### src/rtl/gent_pkg.sv
// ----------------------------------------------------------------------------
// gent_pkg: shared types and constants
// Register indexes, reset values, fixed field widths and the configuration
// bundle used by the gradient extremum edge thinning block.
// ----------------------------------------------------------------------------
package gent_pkg;

  localparam int unsigned MaxWidthDefault = 1024;
  localparam int unsigned GradBitsDefault = 16;

  localparam int unsigned RowW      = 12;
  localparam int unsigned ThrW      = 15;
  localparam int unsigned ImgWidthW = 11;
  localparam int unsigned CfgIdxW   = 2;
  localparam int unsigned CfgDataW  = 16;

  localparam logic [ThrW-1:0]      ThresholdReset = ThrW'(0);
  localparam logic [ImgWidthW-1:0] WidthReset     = ImgWidthW'(640);
  localparam logic [RowW-1:0]      HeightReset    = RowW'(480);

  typedef enum logic [CfgIdxW-1:0] {
    CFG_THRESHOLD = 2'd0,
    CFG_WIDTH     = 2'd1,
    CFG_HEIGHT    = 2'd2
  } cfg_idx_e;

  typedef struct packed {
    logic [ThrW-1:0]      threshold;
    logic [ImgWidthW-1:0] width;
    logic [RowW-1:0]      height;
  } cfg_t;

endpackage

### src/rtl/gent_back.sv
// ----------------------------------------------------------------------------
// gent_back: output stage
// Drains the result queue into a registered output that holds each result
// until the downstream side takes it.
// ----------------------------------------------------------------------------
module gent_back
  import gent_pkg::*;
#(
  parameter int unsigned DataW = RowW + 11
) (
  input  logic             clk_i,
  input  logic             rst_ni,
  input  logic             q_empty_i,
  input  logic [DataW-1:0] q_data_i,
  output logic             q_pop_o,
  output logic             out_valid_o,
  input  logic             out_ready_i,
  output logic [DataW-1:0] out_data_o
);

  logic             out_valid_q, out_valid_d;
  logic [DataW-1:0] out_data_q;

  // load whenever the register is free or being emptied this cycle
  assign q_pop_o = !q_empty_i && (!out_valid_q || out_ready_i);

  always_comb begin
    out_valid_d = out_valid_q;
    if (q_pop_o) begin
      out_valid_d = 1'b1;
    end else if (out_ready_i) begin
      out_valid_d = 1'b0;
    end
  end

  always_ff @(posedge clk_i or negedge rst_ni) begin
    if (!rst_ni) begin
      out_valid_q <= 1'b0;
    end else begin
      out_valid_q <= out_valid_d;
    end
  end

  always_ff @(posedge clk_i) begin
    if (q_pop_o) begin
      out_data_q <= q_data_i;
    end
  end

  assign out_valid_o = out_valid_q;
  assign out_data_o  = out_data_q;

endmodule

### config.mk
export PLATFORM = sky130hd
export DESIGN_NAME = gent_back
export DESIGN_NICKNAME = d
export VERILOG_FILES = /design/src/rtl/gent_pkg.sv /design/src/rtl/gent_back.sv
export SDC_FILE = /design/constraint.sdc
export NUM_CORES = 1
export LEC_CHECK = 0
export BUFFER_PORTS_ARGS = -buffer_cell sky130_fd_sc_hd__buf_2
export CAP_MARGIN = 20
export CORE_UTILIZATION = 35
export DETAILED_ROUTE_END_ITERATION = 10
export PLACE_DENSITY = 0.7
export RECOVER_POWER = 100
export SKIP_CTS_REPAIR_TIMING = 1
export SLEW_MARGIN = 20
export SYNTH_ARGS = -nofsm -noshare
export SYNTH_HDL_FRONTEND = slang
export SYNTH_SLANG_ARGS = --single-unit
### constraint.sdc
create_clock -name clk_i -period 2 [get_ports clk_i]
set_input_delay 0.3 -clock clk_i [delete_from_list [all_inputs] [get_ports clk_i]]
set_output_delay 0.3 -clock clk_i [all_outputs]
set_load 0.01 [all_outputs]
[Yosys cells after proc, flatten, opt, wreduce, memory -nomap -nowiden]
Index checks and enable logic that the tools add are counted.
Word-level totals
  flip-flop bits (word level): 24
  input port bits: 27
  output and inout bits: 25
  word-level logic and storage cells: 9
Cells by class
  muxes and demuxes: 2
  reductions and logical operators: 5
Operator list (number)
  zero test 1 bit: 2
  two-way mux 1 bit: 2
  nonzero test 2 bit: 1
  logical AND 1 bit: 1
  logical OR 1 bit: 1

[Longest topological paths before layout]
  word-level depth: 4
  mapped depth: 2
  gate-level depth less buffers: 2

[Least setup slack after synthesis]
Ideal clock, no wire load.
  kind: reg-to-reg
  start point: reg out_valid_q, in the netlist out_valid_o
  end point: reg out_data_q[0], in the netlist out_data_o[0] (enable)
  setup time: 0.392 ns
  arrival: 1.204 ns
  required time: 1.608 ns
  path slack: 0.404 ns
  stages on the path, launching flop included: 2
  path buffers: 0
  clock period less this slack: 1.596 ns
  cell sequence: dfrtp_1 > a21oi_2
Between the ends
  cells in the longest elaborated chain, start to end: 3
Ends and longest elaborated chain
  start, declared: RTL line gent_back.sv:21  | logic out_valid_q, out_valid_d;
  start signal, assigned: RTL line gent_back.sv:40  | out_valid_q <= out_valid_d;
  zero test 1 bit: RTL line gent_back.sv:25  | assign q_pop_o = !q_empty_i && (!out_valid_q || out_ready_i);
  logical OR 1 bit: RTL line gent_back.sv:25
  logical AND 1 bit: RTL line gent_back.sv:25
  net q_pop_o: RTL line gent_back.sv:15  | output logic q_pop_o,
  end signal, assigned: RTL line gent_back.sv:46  | out_data_q <= q_data_i;
  end, declared: RTL line gent_back.sv:22  | logic [DataW-1:0] out_data_q;
The timed path passes the listed nets, and every way through them passes these cells.
A chain may end at the register's enable or synchronous reset.

[Worst setup path after layout]
  start point: reg out_valid_q, in the netlist out_valid_o
  end point: out q_pop_o
Between the ends
  cells in the longest elaborated chain, start to end: 3
Ends and longest elaborated chain (RTL line)
  zero test 1 bit: gent_back.sv:25
  logical OR 1 bit: gent_back.sv:25
  logical AND 1 bit: gent_back.sv:25
  end, declared: gent_back.sv:15
No other way between the ends.

==> qor.yml <==
logic_synthesis:
  yosys-top-cells-area: "edfxtp_1, dfrtp_1, a21oi_2, o21ai_2, inv_1"
  synthAdderAreaFrac_pct: 0
  synth_top_family_by_area: "compound AO/OA/AOI/OAI gates"
  syn_nets: 55
  synth_common_cells: "edfxtp_1, inv_1, a21oi_2, dfrtp_1, o21ai_2"
  synth_top_area_share_pct: 93.2
  synth_xor_area_share_pct: 0
  synth_compound_area_share_pct: 2.36
  synth_area_um2: 741
  yosys.area.top_type: "edfxtp_1"
  netlist_instances: 28
  seq_area_frac_synth_pct: 96.6
  synthMuxAreaShare_pct: 0
  synth_edf_count: 23
  yosys_warnings: 0
  ys.flop_type: "edfxtp_1"
  yosysMostFrequentCell: "edfxtp_1"
  post_synth.cell_area_avg_um2: 26.5
  synth-simple-area-share_pct: 0
  netlist-cell-type-count: 5
  ys_seq_elements: 24
  async_flop_share_pct: 4.17
power:
  cellLeakagePower_nw: 0.401
  powerDensity_nw_per_um2: 838
  peakVddDrop_mv: 0.472
drt:
  ant_nets: 0
  via_per_inst: 4.07
  drt-wirelength-per-cell_um: 11.5
  first_pass_iters: 3
  drt-total-wl_um: 1290
  dr_total_vias: 456
  drcViolationCount: 0
  drt_iter0_drc: 3
floorplan:
  boundaryPins: 52
  dieHeight_um: 48.0
  core_um2: 1980
  start_util_pct: 37.4
  num_rows: 16
  die-area_um2: 2300
  dieWidth_um: 48.0
critical_path:
  crit_path_top_delay_cell: "dfrtp_1"
  path_buf_inv: 2
  cp.required_ns: 1.70
  cp_max_fo: 24
  startpoint_type: "flip-flop"
  endpoint_kind: "output pin"
  max_stage_delay_ns: 0.41
  critPathKind: "reg2out"
  path_cells: "a21oi_1, buf_4, clkbuf_1"
  crit_family: "buffers and inverters"
  cp.arrival_ns: 1.34
clocking:
  cts_root_buf: "clkbuf_4"
  cts_tree: "yes"
  clock_sinks: 24
  h-tree-depth: 1
  clockBufferDepth: 2
  clk_pin_slew_ns: 0.12
  cts_buffers: 3
  clk_latency_ns: 0.30
layout:
  finalNonFillerCells: 112
  final_core_util_pct: 52.2
  antenna_cells: 0
  drive_above_1_share_pct: 35.3
  area_growth_syn_to_layout_pct: 39.7
  fin_nets: 113
  fillers: 193
placement:
  dp_worst_setup_slack_ns: 0.655
  place_congestion: 0.644
  placed_cells_incl_taps: 107
  portBuffers: 51
timing:
  skew_ns: 0.0113
  finalHoldViolCount: 0
  tns_ns: 0
  rsz0062_at_grt: "false"
  period_share_pct: 82.1
  slew-limit-headroom_pct: 81.2
  worstMarginPinSlew_ns: 0.282
  period_needed_ns: 1.64
  fmax_mhz: 609
  worst_slack_ns: 0.358
  setup_viol: 0
  drv_slew: 0
grt:
  grt_pass1_wl_um: 1530
  track_usage_pct: 10.5
  grt_pass1_vias: 369
  antenna_found_initial: 0
  grt_max_degree: 25
  overflow: 0
flow_run:
  cap_violations: 0
worst_hold_path:
  hp-class: "in2reg"
status:
  status: "finished, final reports clean"
==> power by group <==
part | leakage [nW] | internal, W | total [W] | switching, W
registers | 0.230 | 0.000583 | 0.000591 | 0.00000733
logic | 0.156 | 0.0000317 | 0.0000738 | 0.0000421
clock network | 0.0150 | 0.0000776 | 0.000203 | 0.000125
==> per-layer routing <==
metal / GRT usage (%) / share of wire, %
met1: 12.6 / 40
met2: 14.9 / 51
met3: 4.15 / 8.0
met4: 8.33 / 0.93
met5: 0 / 0
==> layout by cell type (no fill, tap or decap) <==
| master | instances |
|---|---|
| a21oi_1 | 1 |
| buf_2 | 26 |
| buf_4 | 1 |
| clkbuf_1 | 26 |
| clkbuf_4 | 3 |
| dfrtp_1 | 1 |
| dlygate4sd3_1 | 1 |
| edfxtp_1 | 23 |
| inv_1 | 2 |
| o21ai_0 | 1 |
==> cell type report <==
cell class              instances  area (µm²)  area share (%)
well taps                      27        33.8            3.26
inverters                       2        7.51           0.726
clock buffers                   4        26.3            2.54
multi-input cells               2        10.0           0.967
repair buffers                 53         241            23.3
flip-flops and latches         24         716            69.2
==> per-stage QoR <==
stage | hold WS [ns] | total power (W) | area [µm²]
CTS | -0.258 | 0.000890 | 1060
global placement | 0.0757 | 0.000682 | 1040
floorplan | 0.00441 | 0.000630 | 741
finish | 0.161 | 0.000867 | 1030
detailed placement | 0.0776 | 0.000685 | 1040
global route | 0.131 | 0.000912 | 1030
==> flip-flops by register name, indices dropped and copies added (netlist names) <==
| register | flops |
|---|---|
| out_data_o | 23 |
| out_valid_o | 1 |
==> final timing paths <==
path | slack (ns) | cells past startpoint | to | from
worst max-delay path | 0.36 | 3 | q_pop_o | out_valid_o$_DFFE_PN0P_
worst min-delay path | 0.16 | 1 | out_data_o[18]$_DFFE_PP_ | q_data_i[18]
worst max register to register | 0.83 | 2 | out_data_o[6]$_DFFE_PP_ | out_valid_o$_DFFE_PN0P_
worst min register to register | 0.56 | 2 | out_valid_o$_DFFE_PN0P_ | out_valid_o$_DFFE_PN0P_
max in group asynchronous | 1.62 | 2 | out_valid_o$_DFFE_PN0P_ | rst_ni
min in group asynchronous | 0.30 | 2 | out_valid_o$_DFFE_PN0P_ | rst_ni
==> logic make-up (layout without fill, tap and decap cells) <==
| group | Yosys count | after routing |
|---|---|---|
| flops | 24 | 24 |
| compound gates | 2 | 2 |
| buf+inv | 2 | 59 |
No activity file was read; power rests on OpenSTA's default activity.
