`config.mk`:
```
export PLATFORM = sky130hd
export DESIGN_NAME = gent_queue
export DESIGN_NICKNAME = d
export VERILOG_FILES = /design/src/rtl/gent_pkg.sv /design/src/rtl/gent_queue.sv
export SDC_FILE = /design/constraint.sdc
export NUM_CORES = 1
export LEC_CHECK = 0
export BUFFER_PORTS_ARGS = -buffer_cell sky130_fd_sc_hd__buf_4
export CAP_MARGIN = 25
export CORE_MARGIN = 10
export CORE_UTILIZATION = 50
export DETAILED_ROUTE_END_ITERATION = 16
export GPL_ROUTABILITY_DRIVEN = 0
export HOLD_SLACK_MARGIN = 0.15
export PLACE_DENSITY = 0.74
export SETUP_SLACK_MARGIN = 0.02
export SLEW_MARGIN = 20
export SYNTH_ARGS = -nofsm -noshare
export SYNTH_HDL_FRONTEND = slang
export SYNTH_SLANG_ARGS = --single-unit
```
`constraint.sdc`:
```
create_clock -name clk_i -period 1.5 [get_ports clk_i]
set_input_delay 0.075 -clock clk_i [delete_from_list [all_inputs] [get_ports clk_i]]
set_output_delay 0.075 -clock clk_i [all_outputs]
set_load 0.05 [all_outputs]
```
`src/rtl/gent_pkg.sv`:
```
// ----------------------------------------------------------------------------
// gent_pkg: shared types and constants
// Register indexes, reset values, fixed field widths and the configuration
// bundle used by the gradient extremum edge thinning block.
// ----------------------------------------------------------------------------
package gent_pkg;

  localparam int unsigned MaxWidthDefault = 1024;
  localparam int unsigned GradBitsDefault = 16;

  localparam int unsigned RowW      = 12;
  localparam int unsigned ThrW      = 15;
  localparam int unsigned ImgWidthW = 11;
  localparam int unsigned CfgIdxW   = 2;
  localparam int unsigned CfgDataW  = 16;

  localparam logic [ThrW-1:0]      ThresholdReset = ThrW'(0);
  localparam logic [ImgWidthW-1:0] WidthReset     = ImgWidthW'(640);
  localparam logic [RowW-1:0]      HeightReset    = RowW'(480);

  typedef enum logic [CfgIdxW-1:0] {
    CFG_THRESHOLD = 2'd0,
    CFG_WIDTH     = 2'd1,
    CFG_HEIGHT    = 2'd2
  } cfg_idx_e;

  typedef struct packed {
    logic [ThrW-1:0]      threshold;
    logic [ImgWidthW-1:0] width;
    logic [RowW-1:0]      height;
  } cfg_t;

endpackage

```
`src/rtl/gent_queue.sv`:
```
// ----------------------------------------------------------------------------
// gent_queue: result queue
// Short first-in first-out buffer between the classifying front and the
// output stage.
// ----------------------------------------------------------------------------
module gent_queue
  import gent_pkg::*;
#(
  parameter int unsigned DataW = RowW + 11
) (
  input  logic             clk_i,
  input  logic             rst_ni,
  input  logic             push_i,
  input  logic [DataW-1:0] data_i,
  output logic             full_o,
  input  logic             pop_i,
  output logic             empty_o,
  output logic [DataW-1:0] data_o
);

  localparam int unsigned Depth = 4;
  localparam int unsigned PtrW  = $clog2(Depth);

  logic [DataW-1:0] entry_q [Depth];
  logic [PtrW-1:0]  wr_ptr_q, rd_ptr_q;
  logic [PtrW:0]    count_q, count_d;

  assign full_o  = (count_q == (PtrW+1)'(Depth));
  assign empty_o = (count_q == '0);
  assign data_o  = entry_q[rd_ptr_q];

  always_comb begin
    count_d = count_q;
    if (push_i && !pop_i) begin
      count_d = count_q + (PtrW+1)'(1);
    end else if (pop_i && !push_i) begin
      count_d = count_q - (PtrW+1)'(1);
    end
  end

  always_ff @(posedge clk_i or negedge rst_ni) begin
    if (!rst_ni) begin
      wr_ptr_q <= '0;
      rd_ptr_q <= '0;
      count_q  <= '0;
    end else begin
      count_q <= count_d;
      if (push_i) begin
        wr_ptr_q <= wr_ptr_q + PtrW'(1);
      end
      if (pop_i) begin
        rd_ptr_q <= rd_ptr_q + PtrW'(1);
      end
    end
  end

  always_ff @(posedge clk_i) begin
    if (push_i) begin
      entry_q[wr_ptr_q] <= data_i;
    end
  end

endmodule

```
* Yosys cells after proc, flatten, opt, wreduce, memory -nomap -nowiden
Memories as Yosys holds them, arrays and structs flattened. Index checks and enable logic that the tools add are counted.
Cells by class: $add $sub $neg 4, reductions and logical operators 6, muxes and demuxes 4, equal/unequal tests 1
Operators by type and width (number):
- $mux 3 | 2
- $add 2x1->2 const B | 2
- $add 3x1->3 const B | 1
- $eq 3x3->1 const B | 1
- $logic_not 3->1 | 1
- $sub 3x1->3 const B | 1
- $logic_and 1x1->1 | 2
- $logic_not 1->1 | 2
- $mux 1 | 2
- $reduce_bool 2->1 | 1
Storage, ports and cells: memory bits (writable) 92, memories 1, bits of input ports 27, logic and storage cells 19, register bits 7
Memories:
- entry_q | depth 4, bits a word 23, read ports 1, clocked after memory_dff 0, wr ports 1, RTL line gent_queue.sv:24 | logic [DataW-1:0] entry_q [Depth];

* Longest topological paths before layout
Gate-level depths: netlist of run 1.
word-level depth 4, mapped depth 7, mapped depth without buffers 7

* Worst setup path before layout of run 1
OpenSTA, ideal clock, no wires.
kind register to output, start point reg count_q[0], end point out full_o, stages on the path, launching flop included 2, path slack -0.174 ns, data arrival time 1.599 ns, cell sequence dfrtp_1 > nor3b_1
Between the ends: cells in the longest elaborated chain, start to end 1
Ends and longest elaborated chain:
- start: declaration | RTL line gent_queue.sv:26 | logic [PtrW:0] count_q, count_d;
- start signal: assignment | RTL line gent_queue.sv:47 | count_q <= count_d;
- $eq 3x3->1 | RTL line gent_queue.sv:28 | assign full_o = (count_q == (PtrW+1)'(Depth));
- end: declaration | RTL line gent_queue.sv:15 | output logic full_o,
Every way passes these cells.

* Worst setup path in the final report of run 1
start point reg rd_ptr_q[0], end point out data_o[3]
Between the ends: cells in the longest elaborated chain, start to end 1
Ends and longest elaborated chain:
- start: declaration | RTL line gent_queue.sv:25 | logic [PtrW-1:0] wr_ptr_q, rd_ptr_q;
- start signal: assignment | RTL line gent_queue.sv:52 | rd_ptr_q <= rd_ptr_q + PtrW'(1);
- $mem_v2 4x23
- end: declaration | RTL line gent_queue.sv:18 | output logic [DataW-1:0] data_o
Every way passes these cells.

==> metrics.yaml, run 1 <==
dp_hpwl_um: 4318
cpMostUsedCell: "buf_8"
netlist_area_um2: 3756
violations: "setup timing"
cp_data_arrival_time_ps: 1680
ys_ff_latch: 99
die_area_um2: 11380
status: "complete, but fails checks"
antenna_found_initial: 0
share_comb_of_total_power_pct: 49.0
syn_nets: 188
critPathSlowestCell: "mux4_2"
relSlewSlack_pct: 76.57
dp_worst_setup_slack_ps: 72.30
crit_chain: "buf_6 > buf_8 > mux4_2 > buf_8"
grt_usage_pct: 12.63
fin_crit_sh_pct: 117.1
vias_per_cell: 5.025
tightest_slew_ps: 350.4
syn_area_per_cell_um2: 24.23
vias: 1804
drive_above_1_share_pct: 43.08
worstSetupPathType: "register to output port"
rows: 31
htree_levels: 3
final-max-slew-violation-count: 0
nets: 290
wl_per_cell_um: 18.53
p_leak_uw: 0.001782
area.growth.synth_to_final_pct: 32.48
fp.coreArea_um2: 7292
grt_pass1_wl_um: 11120
dr.pass1.iters: 4
max_stage_delay_ps: 530
grt_overflow: 0
swShare_pct: 37.37
pwr-share-seq_pct: 37.3
synthCells: 155
yosys_warnings: 0
numCtsBuffers: 9
fmaxAchievable_ghz: 0.5695
clock_path_buffers: 2
clkPwrFrac_pct: 13.6
ys_seq_area_share_pct: 78.21
p_int_uw: 6417
crit_fanout: 5
first_global_vias: 2108
dieWidth_um: 106.7
n_fill_cell: 479
grt_max_degree: 24
fin_area_um2: 4976
cts.sinks: 99
die_y_um: 106.7
drt_wl_total_um: 6651
cp-start-kind: "register"
root_buffer: "clkbuf_8"
cp_data_required_time_ps: 1420
clkTransAtPathRegs_ps: 80
hold_viol_final: 0
drc_errors: 0
initial_core_util_pct: 51.51
min_path_type: "input port to register"
placed_area_um2: 4398
cap_violations: 0
fin_crit_ps: 1756
skew_ps: 5.526
setup_ws_ps: -256.0
clock_latency_ps: 340
fin_util_pct: 68.24
rsz0062_at_grt: "true"
whs_ps: 199.8
vdd_drop_max_uv: 1105
antenna_left: 0
worstSetupEndpointType: "output port"
setup_viol: 23
io_pins: 52
synth.distinct_cells: 19
drtIter0Drc: 46
cts_tree: "built"
antennaDiodeCount: 0
cellPowerDensity_nw_per_um2: 2059
numPortBuffers: 51
switching_power_uw: 3829
## power groups by stage
stage / Clock (uW) / Combinational [uW] / Sequential (uW)
6_report: 1400 / 5020 / 3830
5_1_grt: 1580 / 5290 / 3880
4_1_cts: 1460 / 5110 / 3830
3_5_place_dp: 0 / 4410 / 3900
3_3_place_gp: 0 / 4370 / 3870
2_1_floorplan: 0 / 3120 / 3820
## cell usage in the layout, fill, tap and decap left out
cell	count
edfxtp_1	92
buf_4	34
dlygate4sd3_1	28
mux4_2	23
buf_6	23
clkbuf_8	9
buf_12	7
dfrtp_1	6
ha_1	5
buf_8	5
inv_1	4
and2_2	4
xor2_1	4
xnor2_1	2
nand2_1	2
clkinv_1	2
clkinvlp_4	2
nor3_2	1
nor3b_2	1
mux2_2	1
o21ai_0	1
nor2_1	1
fa_1	1
inv_6	1
dfrtp_2	1
## cell usage after synthesis
master	number	area share, %
inv_1	4	0.40
xnor2_1	2	0.47
mux4_1	5	3.5
buf_6	1	0.30
nor3_1	1	0.13
mux2_2	1	0.30
nand2_1	2	0.20
buf_2	3	0.40
buf_12	2	1.1
and2_1	4	0.67
nor2_1	1	0.10
o21ai_0	1	0.13
edfxtp_1	92	74
dfrtp_1	7	4.7
ha_1	5	1.7
xor2_1	4	0.93
nor3b_1	1	0.20
mux4_2	18	11
fa_1	1	0.53
## layout make-up
class | instances | area (um^2) | share of cell area (%)
sequential | 99 | 2939 | 59.06
inverter | 4 | 15.01 | 0.3017
timing repair buffer | 97 | 1010 | 20.29
clock inverter | 5 | 31.28 | 0.6286
multi-input combinational | 46 | 733.2 | 14.73
tap | 99 | 123.9 | 2.489
clock buffer | 9 | 123.9 | 2.489
## cell families (layout without fill, tap and decap cells)
logic type / Yosys count / in the layout / synth area share, %
DFF: 99 / 99 / 78.21
muxes: 24 / 24 / 14.59
buffers and inverters: 10 / 115 / 2.165
and+or+nand+nor: 9 / 9 / 1.299
adders and majority gates: 6 / 6 / 2.199
xor gates and xnor gates: 6 / 6 / 1.399
AOI/OAI and AO/OA: 1 / 1 / 0.1331
## through the flow
stage / TNS, ps / instances / power [uW]
after floorplan: 0 / 155 / 6945
after global placement: 0 / 312 / 8240
after detailed placement: 0 / 312 / 8318
after CTS: -5710 / 358 / 10400
after global routing: -6770 / 359 / 10750
final: -5317 / 359 / 10250
## routing by layer
layer	wire length, um	up-vias	global-route usage (%)
met4	78	0	4.932
met2	3408	52	20.68
met5	0	-	0
li1	-	831	-
met1	2780	913	15.23
met3	383	8	4.072
## sequential cells by signal, summed over array words and instances, names as in the netlist
| register | count |
|---|---|
| count_q | 3 |
| entry_q | 92 |
| rd_ptr_q | 2 |
| wr_ptr_q | 2 |
## path summary, 6_finish.rpt
check | start | to | slack (ps) | cells past startpoint
worst max-delay path | rd_ptr_q[0]$_DFFE_PN0P_ | data_o[3] | -260 | 4
worst min-delay path | push_i | count_q[1]$_DFFE_PN0P_ | 200 | 3
worst max register to register | count_q[1]$_DFFE_PN0P_ | count_q[2]$_DFFE_PN0P_ | 110 | 4
worst min register to register | count_q[2]$_DFFE_PN0P_ | count_q[2]$_DFFE_PN0P_ | 530 | 1
max in group asynchronous | rst_ni | rd_ptr_q[0]$_DFFE_PN0P_ | 530 | 3
min in group asynchronous | rst_ni | count_q[1]$_DFFE_PN0P_ | 690 | 3
## worst max-delay path, delay by kind of cell (launching register included)
kind | cells | cell delay (ps)
mux | 1 | 530
buf+inv | 3 | 410
flops | 1 | 390
## what timing repair did
item | 4_1_cts | 5_1_grt
hold buffers | 28 | 0
buffers inserted | 3 | 2
endpoints found under the setup margin | 23 | 23
endpoints found under the hold margin | 103 | 0
cloned | 1 | 0
pin swaps | 0 | 0
gates resized for setup | 36 | 3
Power figures use the tool's default switching activity.
==> run 2, diff against run 1 <==
--- a/config.mk
+++ b/config.mk
@@ -12,9 +12,8 @@
 export DETAILED_ROUTE_END_ITERATION = 16
 export GPL_ROUTABILITY_DRIVEN = 0
 export HOLD_SLACK_MARGIN = 0.15
-export PLACE_DENSITY = 0.74
+export PLACE_DENSITY = 0.71
 export SETUP_SLACK_MARGIN = 0.02
-export SLEW_MARGIN = 20
 export SYNTH_ARGS = -nofsm -noshare
 export SYNTH_HDL_FRONTEND = slang
 export SYNTH_SLANG_ARGS = --single-unit
==> constraint.sdc (replaced) <==
create_clock -name clk_i -period 2.15 [get_ports clk_i]
set_input_delay 0.1075 -clock clk_i [delete_from_list [all_inputs] [get_ports clk_i]]
set_output_delay 0.1075 -clock clk_i [all_outputs]
set_load 0.05 [all_outputs]
==> run 2 against run 1 <==
The run now ends clean. Routed wire length grew 0.26%. Largest power group unchanged. Final area down 3.8%. Critical path type unchanged. Worst hold slack improved by 290 ps. Die area is the same.
==> metrics.yaml, run 2 (synthesis gave the netlist of run 1 again) <==
status: "completed"
die_area_um2: 11380
r2r_end: "entry_q[2][1]$_DFFE_PP_"
min_to: "entry_q[0][5]$_DFFE_PP_"
numPortBuffers: 51
drc_errors: 0
fin_cells: 351
cts.sinks: 99
rows: 31
holdCritStartpoint: "data_i[5]"
rsz0062_at_grt: "false"
cts_tree: "built"
final-max-slew-violation-count: 0
drtIter0Drc: 55
relSlewSlack_pct: 69.39
cp_data_required_time_ps: 2040
crit_fanout: 10
wl_per_cell_um: 19.00
largest_reg_flops: 92
clock_path_buffers: 2
fin_crit_ps: 1982
numCtsBuffers: 9
initial_core_util_pct: 51.51
root_buffer: "clkbuf_8"
setup_tns_ps: 0
fin_area_um2: 4786
tightest_slew_ps: 459.1
first_global_vias: 2053
dp.cells: 308
dr.pass1.iters: 4
rrSetupSlack_ps: 560
min_path_type: "input port to register"
antenna_left: 0
fin_crit_sh_pct: 92.21
min_path_cells: 2
die_y_um: 106.7
antennaDiodeCount: 0
skew_ps: 8.692
antenna_found_initial: 0
dp_hpwl_um: 4700
grt_pass1_wl_um: 10690
vias_per_cell: 5.028
cp-start-kind: "register"
vias: 1765
cp_data_arrival_time_ps: 1870
worstRegToRegCells: 4
clkTransAtPathRegs_ps: 100
grt_overflow: 0
drt_wl_total_um: 6668
most-common-layout-cells: "edfxtp_1, buf_4, dlygate4sd3_1"
fmaxAchievable_ghz: 0.5044
worstSetupPathType: "register to output port"
cellPowerDensity_nw_per_um2: 1421
area.growth.synth_to_final_pct: 27.42
dieWidth_um: 106.7
grt_usage_pct: 12.32
vdd_drop_max_uv: 762.4
drive_above_1_share_pct: 37.70
worstSetupEndpointType: "output port"
hold_viol_final: 0
p_leak_uw: 0.001713
regMostFlops: "entry_q"
reg.largest.list: "entry_q x92, count_q x3"
io_pins: 52
clock_latency_ps: 350
fp.coreArea_um2: 7292
htree_levels: 3
nets: 280
final_common_cell: "edfxtp_1"
setup_viol: 0
cts_setup_buffers: 0
cap_violations: 0
placed_area_um2: 4315
r2r_start: "wr_ptr_q[0]$_DFFE_PN0P_"
grt_max_degree: 18
## run 2: changes by cell type in the layout (fill, tap and decap cells not counted), moves of 3 or more
cell	change
and2_2	-4
and2_1	+4
buf_6	-23
mux4_1	+5
buf_12	-3
buf_4	+22
buf_8	-5
mux4_2	-5
## run 2: timing repair
item / 4_1_cts / 5_1_grt
hold buffers: 27 / 0
gates resized for setup: 0 / 1
endpoints found under the setup margin: 0 / 3
endpoints found under the hold margin: 103 / 0
## run 2: how the worst max path moves through the flow
| stage | startpoint | endpoint |
|---|---|---|
| 2_1_floorplan | count_q[0]$_DFFE_PN0P_ | full_o |
| 3_3_place_gp | rd_ptr_q[0]$_DFFE_PN0P_ | data_o[13] |
| 3_5_place_dp | rd_ptr_q[0]$_DFFE_PN0P_ | data_o[14] |
| 4_1_cts | rd_ptr_q[0]$_DFFE_PN0P_ | data_o[14] |
| 5_1_grt | rd_ptr_q[0]$_DFFE_PN0P_ | data_o[9] |
| 6_report | rd_ptr_q[0]$_DFFE_PN0P_ | data_o[14] |
## run 2: metrics by stage
step                hold WS, ps  total power (uW)  utilization [%]  worst slack (ps)
finish                    490.9              6799            65.63             167.6
global route              474.7              7106            65.63             73.69
CTS                       471.4              6876            65.60             85.73
detailed placement       -72.45              5686            59.18             488.6
global placement         -77.42              5586            59.18             533.9
floorplan                -188.1              4832                -             443.3
## run 2: layout make-up
type	instances	area, um^2
flip-flops and latches	99	2942
fillers	508	2506
repair buffers	87	770.7
multi-input cells	46	737.0
clock buffers	9	123.9
well taps	99	123.9
clock inverters	7	73.82
inverters	4	15.01
## run 2: power breakdown
group          internal [uW]  switching [uW]
clock network            542             624
registers               2540             180
logic                   1110            1800
## run 2: per-layer routing
layer	track usage (%)	up-vias	routed length, um
met5	0	-	0
met4	4.449	0	51
li1	-	817	-
met1	14.23	896	2747
met2	20.54	45	3491
met3	4.671	7	378
## run 2: critical path: stages, from the launching register on
cell	delay, ps
dfrtp_4	560
buf_4	240
mux4_2	520
buf_4	210
